### src/assert_macros.svh
// Assertion macros used by the top-level RTL file of the auto-repeat block.
`ifndef ASSERT_MACROS_SVH
`define ASSERT_MACROS_SVH
`ifndef NO_ASSERTIONS
// Property must hold at every clock edge outside reset.
`define BAR_ASSERT(lbl, clk, rst_n, prop, msg) \
  lbl: assert property (@(posedge clk) disable iff (!rst_n) (prop)) else $error(msg);
// Condition must never be true at a clock edge outside reset.
`define BAR_NEVER(lbl, clk, rst_n, cond, msg) \
  lbl: assert property (@(posedge clk) disable iff (!rst_n) !(cond)) else $error(msg);
`else
`define BAR_ASSERT(lbl, clk, rst_n, prop, msg)
`define BAR_NEVER(lbl, clk, rst_n, cond, msg)
`endif
`endif

### src/bar_pkg.sv
// Package with types, constants and the priority pick for the auto-repeat block.
`timescale 1ns / 1ps
package bar_pkg;

  localparam int unsigned PressedW   = 10;
  localparam int unsigned TimeW      = 32;
  localparam int unsigned ActionW    = 4;
  localparam int unsigned KeyIdxW    = 4;
  localparam int unsigned KeyVecW    = 1 << KeyIdxW;
  localparam int unsigned NumKeysDef = 10;
  localparam int unsigned AddrW      = 3;
  localparam int unsigned DataW      = 32;

  localparam logic [TimeW-1:0] InitialDelayRst = TimeW'(21428 / 2);
  localparam logic [TimeW-1:0] RepeatDelayRst  = TimeW'(21428 / 20);

  typedef enum logic [0:0] {
    REG_INITIAL_DELAY = 1'b0,
    REG_REPEAT_DELAY  = 1'b1
  } reg_idx_e;

  typedef enum logic [1:0] {
    MODE_IDLE    = 2'd0,
    MODE_INITIAL = 2'd1,
    MODE_REPEAT  = 2'd2
  } repeat_mode_e;

  typedef struct packed {
    logic [TimeW-1:0] initial_delay;
    logic [TimeW-1:0] repeat_delay;
  } cfg_t;

  typedef struct packed {
    logic               valid;
    logic [ActionW-1:0] action;
  } result_t;

  typedef struct packed {
    logic               found;
    logic [KeyIdxW-1:0] idx;
  } pick_t;

  // Lowest set bit wins.
  function automatic pick_t first_key(input logic [KeyVecW-1:0] keys);
    pick_t res;
    res = '0;
    for (int i = KeyVecW - 1; i >= 0; i--) begin
      if (keys[i]) begin
        res.found = 1'b1;
        res.idx   = KeyIdxW'(i);
      end
    end
    return res;
  endfunction

endpackage

### src/button_auto_repeat.sv
// Top level of the typematic auto-repeat block for a small key pad.
`timescale 1ns / 1ps
`include "assert_macros.svh"

// Each request is one poll of the pressed-key vector with the current tick count, and
// gives exactly one action (0 for none, else 1 plus the index of the reported key). The
// block takes one poll per clock cycle while the result buffer has room. A poll waits in the input
// register, where the priority pick and the elapsed-time compare update the repeat state.
// Its action is then written into a two-entry result buffer and offered from there. When
// the receiver stalls, two actions wait in the buffer and a third poll waits in the input
// register before the input ready drops. The delay registers (initial delay at byte
// address 0, repeat delay at 4) should be written only while no poll is in flight.
module button_auto_repeat #(
  parameter int unsigned NUM_KEYS = bar_pkg::NumKeysDef
) (
  input  logic                          clk_i,
  input  logic                          rst_ni,
  input  logic                          psel,
  input  logic                          penable,
  input  logic                          pwrite,
  input  logic [bar_pkg::AddrW-1:0]     paddr,
  input  logic [bar_pkg::DataW-1:0]     pwdata,
  output logic [bar_pkg::DataW-1:0]     prdata,
  output logic                          pready,
  input  logic                          in_valid_i,
  output logic                          in_ready_o,
  input  logic [bar_pkg::PressedW-1:0]  pressed_keys_i,
  input  logic [bar_pkg::TimeW-1:0]     time_now_i,
  output logic                          out_valid_o,
  input  logic                          out_ready_i,
  output logic [bar_pkg::ActionW-1:0]   action_o
);

  bar_pkg::cfg_t    cfg;
  bar_pkg::result_t res;
  logic             res_full;

  bar_cfg_regs u_cfg (
    .clk_i   (clk_i),
    .rst_ni  (rst_ni),
    .psel    (psel),
    .penable (penable),
    .pwrite  (pwrite),
    .paddr   (paddr),
    .pwdata  (pwdata),
    .prdata  (prdata),
    .pready  (pready),
    .cfg_o   (cfg)
  );

  bar_core #(
    .NUM_KEYS (NUM_KEYS)
  ) u_core (
    .clk_i          (clk_i),
    .rst_ni         (rst_ni),
    .cfg_i          (cfg),
    .in_valid_i     (in_valid_i),
    .in_ready_o     (in_ready_o),
    .pressed_keys_i (pressed_keys_i),
    .time_now_i     (time_now_i),
    .res_full_i     (res_full),
    .res_o          (res)
  );

  bar_out_fifo u_out (
    .clk_i       (clk_i),
    .rst_ni      (rst_ni),
    .res_i       (res),
    .full_o      (res_full),
    .out_valid_o (out_valid_o),
    .out_ready_i (out_ready_i),
    .action_o    (action_o)
  );

  // A result must never be pushed into a full buffer.
  `BAR_NEVER(a_no_overflow, clk_i, rst_ni, res.valid && res_full, "result buffer overflow")
  // A reported action never names a key beyond the configured count.
  `BAR_ASSERT(a_action_range, clk_i, rst_ni, out_valid_o |-> ({1'b0, action_o} <= (bar_pkg::ActionW + 1)'(NUM_KEYS)), "action out of range")
  // A poll that stalls because the buffer is full is held until the buffer drains.
  `BAR_ASSERT(a_stall_hold, clk_i, rst_ni, (!in_ready_o && !out_ready_i) |=> !in_ready_o, "poll stage released without a drain")

endmodule

### src/bar_cfg_regs.sv
// Delay registers behind the APB-style configuration port.
`timescale 1ns / 1ps
module bar_cfg_regs (
  input  logic                        clk_i,
  input  logic                        rst_ni,
  input  logic                        psel,
  input  logic                        penable,
  input  logic                        pwrite,
  input  logic [bar_pkg::AddrW-1:0]   paddr,
  input  logic [bar_pkg::DataW-1:0]   pwdata,
  output logic [bar_pkg::DataW-1:0]   prdata,
  output logic                        pready,
  output bar_pkg::cfg_t               cfg_o
);

  bar_pkg::cfg_t     cfg_q, cfg_d;
  bar_pkg::reg_idx_e sel;
  logic              wr_en;

  assign pready = 1'b1;
  assign sel    = bar_pkg::reg_idx_e'(paddr[2]);
  assign wr_en  = psel && penable && pwrite && pready;

  always_comb begin
    cfg_d = cfg_q;
    if (wr_en) begin
      unique case (sel)
        bar_pkg::REG_INITIAL_DELAY: cfg_d.initial_delay = pwdata;
        bar_pkg::REG_REPEAT_DELAY:  cfg_d.repeat_delay  = pwdata;
        default: cfg_d = cfg_q;
      endcase
    end
  end

  always_comb begin
    unique case (sel)
      bar_pkg::REG_INITIAL_DELAY: prdata = cfg_q.initial_delay;
      bar_pkg::REG_REPEAT_DELAY:  prdata = cfg_q.repeat_delay;
      default: prdata = '0;
    endcase
  end

  always_ff @(posedge clk_i or negedge rst_ni) begin
    if (!rst_ni) begin
      cfg_q.initial_delay <= bar_pkg::InitialDelayRst;
      cfg_q.repeat_delay  <= bar_pkg::RepeatDelayRst;
    end else begin
      cfg_q <= cfg_d;
    end
  end

  assign cfg_o = cfg_q;

endmodule

### src/bar_core.sv
// Poll register, repeat state and the key pick that turns one poll into an action.
`timescale 1ns / 1ps
module bar_core #(
  parameter int unsigned NUM_KEYS = bar_pkg::NumKeysDef
) (
  input  logic                          clk_i,
  input  logic                          rst_ni,
  input  bar_pkg::cfg_t                 cfg_i,
  input  logic                          in_valid_i,
  output logic                          in_ready_o,
  input  logic [bar_pkg::PressedW-1:0]  pressed_keys_i,
  input  logic [bar_pkg::TimeW-1:0]     time_now_i,
  input  logic                          res_full_i,
  output bar_pkg::result_t              res_o
);

  localparam int unsigned KW = bar_pkg::KeyIdxW;
  localparam int unsigned VW = bar_pkg::KeyVecW;
  localparam int unsigned TW = bar_pkg::TimeW;

  // Poll register.
  logic                         poll_valid_q, poll_valid_d;
  logic [bar_pkg::PressedW-1:0] keys_q;
  logic [TW-1:0]                time_q;

  // Repeat state.
  bar_pkg::repeat_mode_e mode_q, mode_d;
  logic [KW-1:0]         held_q, held_d;
  logic [TW-1:0]         since_q, since_d;

  logic          in_acc;
  logic          adv;
  logic [VW-1:0] keys;
  logic [VW-1:0] avail;
  logic [VW-1:0] held_bit;
  logic          held_in_range;
  logic          still;
  logic          elapsed;
  logic [TW-1:0] limit;
  bar_pkg::pick_t pick;
  logic [bar_pkg::ActionW-1:0] action;

  assign adv        = poll_valid_q && !res_full_i;
  assign in_ready_o = !poll_valid_q || !res_full_i;
  assign in_acc     = in_valid_i && in_ready_o;

  // Keys at or above NUM_KEYS are ignored.
  for (genvar g = 0; g < VW; g++) begin : g_keys
    if (g < NUM_KEYS && g < bar_pkg::PressedW) begin : g_on
      assign keys[g] = keys_q[g];
    end else begin : g_off
      assign keys[g] = 1'b0;
    end
  end

  assign held_in_range = {1'b0, held_q} < (KW + 1)'(NUM_KEYS);
  assign still    = (mode_q != bar_pkg::MODE_IDLE) && held_in_range && keys[held_q];
  assign limit    = (mode_q == bar_pkg::MODE_INITIAL) ? cfg_i.initial_delay
                                                      : cfg_i.repeat_delay;
  assign elapsed  = (time_q - since_q) >= limit;
  assign held_bit = VW'(1) << held_q;
  assign avail    = (still && !elapsed) ? (keys & ~held_bit) : keys;
  assign pick     = bar_pkg::first_key(avail);

  always_comb begin
    mode_d  = mode_q;
    held_d  = held_q;
    since_d = since_q;
    action  = '0;
    if (adv) begin
      if (pick.found) begin
        held_d  = pick.idx;
        since_d = time_q;
        action  = bar_pkg::ActionW'({1'b0, pick.idx} + (KW + 1)'(1));
        if (still && pick.idx == held_q) begin
          mode_d = bar_pkg::MODE_REPEAT;
        end else begin
          mode_d = bar_pkg::MODE_INITIAL;
        end
      end else if (!still || elapsed) begin
        // A released key, or an elapsed delay with nothing left, drops to idle.
        mode_d = bar_pkg::MODE_IDLE;
      end
    end
  end

  always_comb begin
    poll_valid_d = poll_valid_q;
    if (in_acc) begin
      poll_valid_d = 1'b1;
    end else if (adv) begin
      poll_valid_d = 1'b0;
    end
  end

  always_ff @(posedge clk_i or negedge rst_ni) begin
    if (!rst_ni) begin
      poll_valid_q <= 1'b0;
      mode_q       <= bar_pkg::MODE_IDLE;
      held_q       <= '0;
      since_q      <= '0;
    end else begin
      poll_valid_q <= poll_valid_d;
      mode_q       <= mode_d;
      held_q       <= held_d;
      since_q      <= since_d;
    end
  end

  always_ff @(posedge clk_i) begin
    if (in_acc) begin
      keys_q <= pressed_keys_i;
      time_q <= time_now_i;
    end
  end

  assign res_o.valid  = adv;
  assign res_o.action = action;

endmodule

### src/bar_out_fifo.sv
// Two-entry result buffer so a waiting result does not stall new polls.
`timescale 1ns / 1ps
module bar_out_fifo (
  input  logic                         clk_i,
  input  logic                         rst_ni,
  input  bar_pkg::result_t             res_i,
  output logic                         full_o,
  output logic                         out_valid_o,
  input  logic                         out_ready_i,
  output logic [bar_pkg::ActionW-1:0]  action_o
);

  logic [bar_pkg::ActionW-1:0] mem_q [2];
  logic       wr_ptr_q, wr_ptr_d;
  logic       rd_ptr_q, rd_ptr_d;
  logic [1:0] count_q, count_d;
  logic       pop;

  assign out_valid_o = count_q != 2'd0;
  assign full_o      = count_q == 2'd2;
  assign pop         = out_valid_o && out_ready_i;
  assign action_o    = mem_q[rd_ptr_q];

  always_comb begin
    wr_ptr_d = res_i.valid ? ~wr_ptr_q : wr_ptr_q;
    rd_ptr_d = pop ? ~rd_ptr_q : rd_ptr_q;
    count_d  = count_q + 2'(res_i.valid) - 2'(pop);
  end

  always_ff @(posedge clk_i or negedge rst_ni) begin
    if (!rst_ni) begin
      wr_ptr_q <= 1'b0;
      rd_ptr_q <= 1'b0;
      count_q  <= 2'd0;
    end else begin
      wr_ptr_q <= wr_ptr_d;
      rd_ptr_q <= rd_ptr_d;
      count_q  <= count_d;
    end
  end

  always_ff @(posedge clk_i) begin
    if (res_i.valid) begin
      mem_q[wr_ptr_q] <= res_i.action;
    end
  end

endmodule

### config.mk
export PLATFORM = sky130hd
export DESIGN_NAME = button_auto_repeat
export DESIGN_NICKNAME = d
export VERILOG_FILES = /design/src/bar_pkg.sv /design/src/button_auto_repeat.sv /design/src/bar_cfg_regs.sv /design/src/bar_core.sv /design/src/bar_out_fifo.sv
export VERILOG_INCLUDE_DIRS = /design/src /design/src/src
export SDC_FILE = /design/constraint.sdc
export NUM_CORES = 1
export LEC_CHECK = 0
export BUFFER_PORTS_ARGS = -buffer_cell sky130_fd_sc_hd__buf_2
export CAP_MARGIN = 20
export CORE_MARGIN = 10
export CORE_UTILIZATION = 59
export DETAILED_ROUTE_END_ITERATION = 16
export GPL_ROUTABILITY_DRIVEN = 0
export PLACE_DENSITY = 0.84
export SYNTH_ARGS = -nofsm -noshare
export SYNTH_HDL_FRONTEND = slang
export SYNTH_SLANG_ARGS = --single-unit
### constraint.sdc
create_clock -name clk_i -period 7.1 [get_ports clk_i]
set_input_delay 0 -clock clk_i [delete_from_list [all_inputs] [get_ports clk_i]]
set_output_delay 0 -clock clk_i [all_outputs]
set_load 0.01 [all_outputs]
==> flow_summary_export.csv <==
group,metric,value,unit
power_and_ir_drop,swShare,41.0,%
finish,syn_to_final_growth,24.3,%
floorplan,fp.coreArea,15400,um2
power_and_ir_drop,power_switching,2.16,mW
critical_path,start_kind,"flop",
critical_path,end_kind,"flop",
power_and_ir_drop,combPwrFrac,53.8,%
global_route,grt_use_met2,38.1,%
global_route,busiest_layer,"met2",
cts,numCtsBuffers,17,
synthesis,synth_common_cells,"103 x mux2_2, 93 x dfrtp_1, 66 x ha_1",
cts,postCtsSetupRepairBufs,0,
global_route,grtUsageMet3,4.59,%
timing,skew,0.00774,ns
synthesis,netlist_instances,840,
finish,layout.cells.non_filler,1253,
power_and_ir_drop,power.density,452,nW/um2
finish,final_net_count,1180,
synthesis,syn_avg_cell_area,11.1,um2
synthesis,synth_cell_types,68,
critical_path,rr_endpoint,"u_out.mem_q[0][2]$_DFFE_PP_",
global_route,grt_max_degree,68,
placed_design,portBuffers,119,
power_and_ir_drop,ir_drop,0.000279,V
placed_design,place_hpwl,15000,um
timing,totalNegativeSetupSlack,0,ns
synthesis,yosysTopAreaCellShare,24.9,%
critical_path,r2r_start,"u_core.time_q[0]$_DFFE_PP_",
drt,num_vias,7233,
placed_design,dp.cells,1143,
drt,ant_nets,0,
power_and_ir_drop,p_int,3.10,mW
synthesis,yosysSeqAreaShare,44.9,%
drt,wl,23800,um
global_route,grt_use_met1,26.9,%
critical_path,regToRegSetupSlack,0.57,ns
synthesis,yosys-top-cells-area,"dfrtp_1 25%, edfxtp_1 16%, mux2_2 12%",
critical_path,worst-setup-path-type,"reg2reg",
cts,insertion_delay,0.44,ns
run,maxCapViolCount,0,
outcome,status,"finished clean",
synthesis,async_flop_share,68.2,%
timing,min_period,6.53,ns
placed_design,placed_area,10100,um2
power_and_ir_drop,seqPwrFrac,26.6,%
synthesis,synth_top_area_cell,"dfrtp_1",
timing,worstMarginPinSlew,0.949,ns
global_route,grt-ovfl-total,0,
power_and_ir_drop,total_leakage_power,5.21,nW
synthesis,yosys_warnings,0,
cts,htreeDepth,4,
timing,timing.hold.ws,0.0910,ns
timing,rsz0062_at_grt,"no",
timing,fin_crit_sh,92.0,%
drt,wl_per_cell,19.0,um
synthesis,synth_fp_nets,991,
cts,clock_sinks,157,
finish,n_antenna_cell,0,
finish,fillers,946,
critical_path,cp.required,7.30,ns
timing,setup_viol,0,
cts,clkTransAtPathRegs,0.06,ns
floorplan,initial_core_util,60.8,%
placed_design,dp_slack,0.518,ns
floorplan,dieArea,21300,um2
floorplan,die_w,146,um
global_route,gr-usage-all-layers,22.3,%
drt,drt_iter0_markers,624,
power_and_ir_drop,p_clk_share,19.6,%
floorplan,pin_count,123,
timing,timing_hold_violations_final,0,
global_route,first_global_vias,7461,
synthesis,synth_seq_cells,157,
drt,drc_errors,0,
timing,max_freq,153,MHz
global_route,antenna_found_initial,0,
timing,maxSlewViolCount,0,
finish,design_area,11600,um2
floorplan,row_count,45,
cts,cts_buffer_depth,2,
global_route,grt_pass1_wl,38800,um
critical_path,cp_max_fo,5,
synthesis,yosysMostFrequentCell,"mux2_2",
drt,vias_per_cell,5.77,
synthesis,syn_area,9350,um2
timing,setup_ws,0.571,ns
drt,first_pass_iters,5,
synthesis,synth-edff-count,50,
critical_path,reg2reg_depth,27,
cts,cts_tree,"built",
floorplan,die_y,146,um
cts,ctsRootBufferMaster,"clkbuf_16",
critical_path,critPathArrivalTime,6.73,ns
synthesis,synth_flop_cell,"dfrtp_1",
worst_hold_path,hp-class,"in2async",
finish,drive_above_1_share,29.1,%
timing,relSlewSlack,36.2,%
-- placed cells by master (no fill, tap or decap), types with 4 or more instances in the layout --
cell type	synthesis	routed
a211oi_1	9	9
nor2b_1	5	4
nand2b_1	9	9
nor2_1	28	28
edfxtp_1	50	50
nor3_1	7	7
a31oi_1	6	6
buf_2	5	118
inv_1	49	49
and3_1	4	4
dfstp_2	14	14
and2_1	7	6
or2_2	6	6
a21oi_1	53	53
ha_1	66	66
mux2i_1	40	40
nand3_1	7	7
o21a_1	9	9
buf_4	3	8
dlygate4sd3_1	0	77
a211o_1	4	4
xnor2_1	27	27
dfrtp_1	93	93
o21ai_0	60	60
mux2_2	103	103
nand4_1	8	8
clkbuf_16	0	18
nand2_1	62	62
o21bai_1	5	5
a21o_1	14	14
xor2_1	9	9
bufinv_16	0	4
-- what timing repair did --
action | 4_1_cts | 5_1_grt
endpoints found under the setup margin | 0 | 22
hold buffers | 77 | 0
endpoints found under the hold margin | 148 | 0
resized for setup | 0 | 3
-- cells by family after synthesis --
| logic type | count (synthesis) | synth area share, % |
|---|---|---|
| mux | 148 | 17.7 |
| compound gates | 194 | 13.3 |
| fa+ha+maj | 67 | 9.05 |
| simple gates | 153 | 8.01 |
| flops | 157 | 44.9 |
| other cells | 1 | 0.0401 |
| xor+xnor | 36 | 3.37 |
| buf+inv | 84 | 3.64 |
-- power by group through the flow --
stage,sequential [mW],clock [mW],combinational (mW)
5_1_grt,1.43,1.07,3.16
6_report,1.40,1.03,2.83
3_3_place_gp,1.39,0,2.58
3_5_place_dp,1.40,0,2.68
4_1_cts,1.39,1.04,2.77
2_1_floorplan,1.32,0,2.12
-- through the flow --
| stage | total power, mW | util (%) |
|---|---|---|
| 2_1_floorplan | 3.44 | - |
| 3_3_place_gp | 3.96 | 65.9 |
| 3_5_place_dp | 4.08 | 65.9 |
| 4_1_cts | 5.19 | 75.3 |
| 5_1_grt | 5.66 | 75.6 |
| 6_report | 5.26 | 75.6 |
-- state kept, by name, indices dropped and copies added (netlist names), 2 cells and up --
name and flops:
u_out.mem_q 8, u_core.time_q 32, u_cfg.cfg_o 64, u_core.held_q 4, u_core.mode_q 2, u_core.since_q 32
u_core.keys_q 10, u_out.count_q 2
-- layer usage --
metal,vias up,wire length (um)
li1,3432,-
met4,0,552
met1,3528,10000
met2,225,12000
met3,48,1140
met5,-,0
-- worst max path at each step --
| stage | startpoint | end | slack (ns) |
|---|---|---|---|
| after floorplan | u_core.time_q[0]$_DFFE_PP_ | u_out.mem_q[0][2]$_DFFE_PP_ | 1.38 |
| after global placement | u_core.time_q[0]$_DFFE_PP_ | u_core.since_q[0]$_DFFE_PN0P_ | 0.78 |
| after detailed placement | u_core.time_q[0]$_DFFE_PP_ | u_core.since_q[22]$_DFFE_PN0P_ | 0.52 |
| after CTS | u_core.time_q[0]$_DFFE_PP_ | u_core.since_q[11]$_DFFE_PN0P_ | 0.40 |
| after global routing | u_core.time_q[0]$_DFFE_PP_ | u_out.mem_q[1][2]$_DFFE_PP_ | 0.04 |
| final | u_core.time_q[0]$_DFFE_PP_ | u_out.mem_q[0][2]$_DFFE_PP_ | 0.57 |
-- layout make-up --
class                   instances  area, um2  area share [%]
clock buffers                  22        495            4.26
clock inverters                10        173            1.49
inverters                      49        184            1.58
multi-input cells             599       4840            41.6
flip-flops and latches        157       4200            36.1
well taps                     211        264            2.27
repair buffers                205       1470            12.6
-- critical path, cell delays in order, from the launching register on --
cell and delay, ns:
edfxtp_1 0.40, inv_1 0.07, ha_1 0.16, inv_1 0.06, fa_1 0.43, a211oi_1 0.37
o21ai_0 0.24, a41oi_2 0.31, nand2b_1 0.16, a31oi_1 0.19, a221o_1 0.42, a2111oi_0 0.39
o21bai_1 0.14, a21oi_1 0.18, xnor2_1 0.14, ha_1 0.27, nand4_1 0.13, nor2_1 0.07
a22oi_1 0.32, nand4_4 0.20, a211oi_4 0.39, a41oi_1 0.17, o22ai_1 0.29, a2bb2o_2 0.27
inv_1 0.05, ha_1 0.20, xnor2_1 0.12, and2_1 0.16
Power figures use the tool's default switching activity.
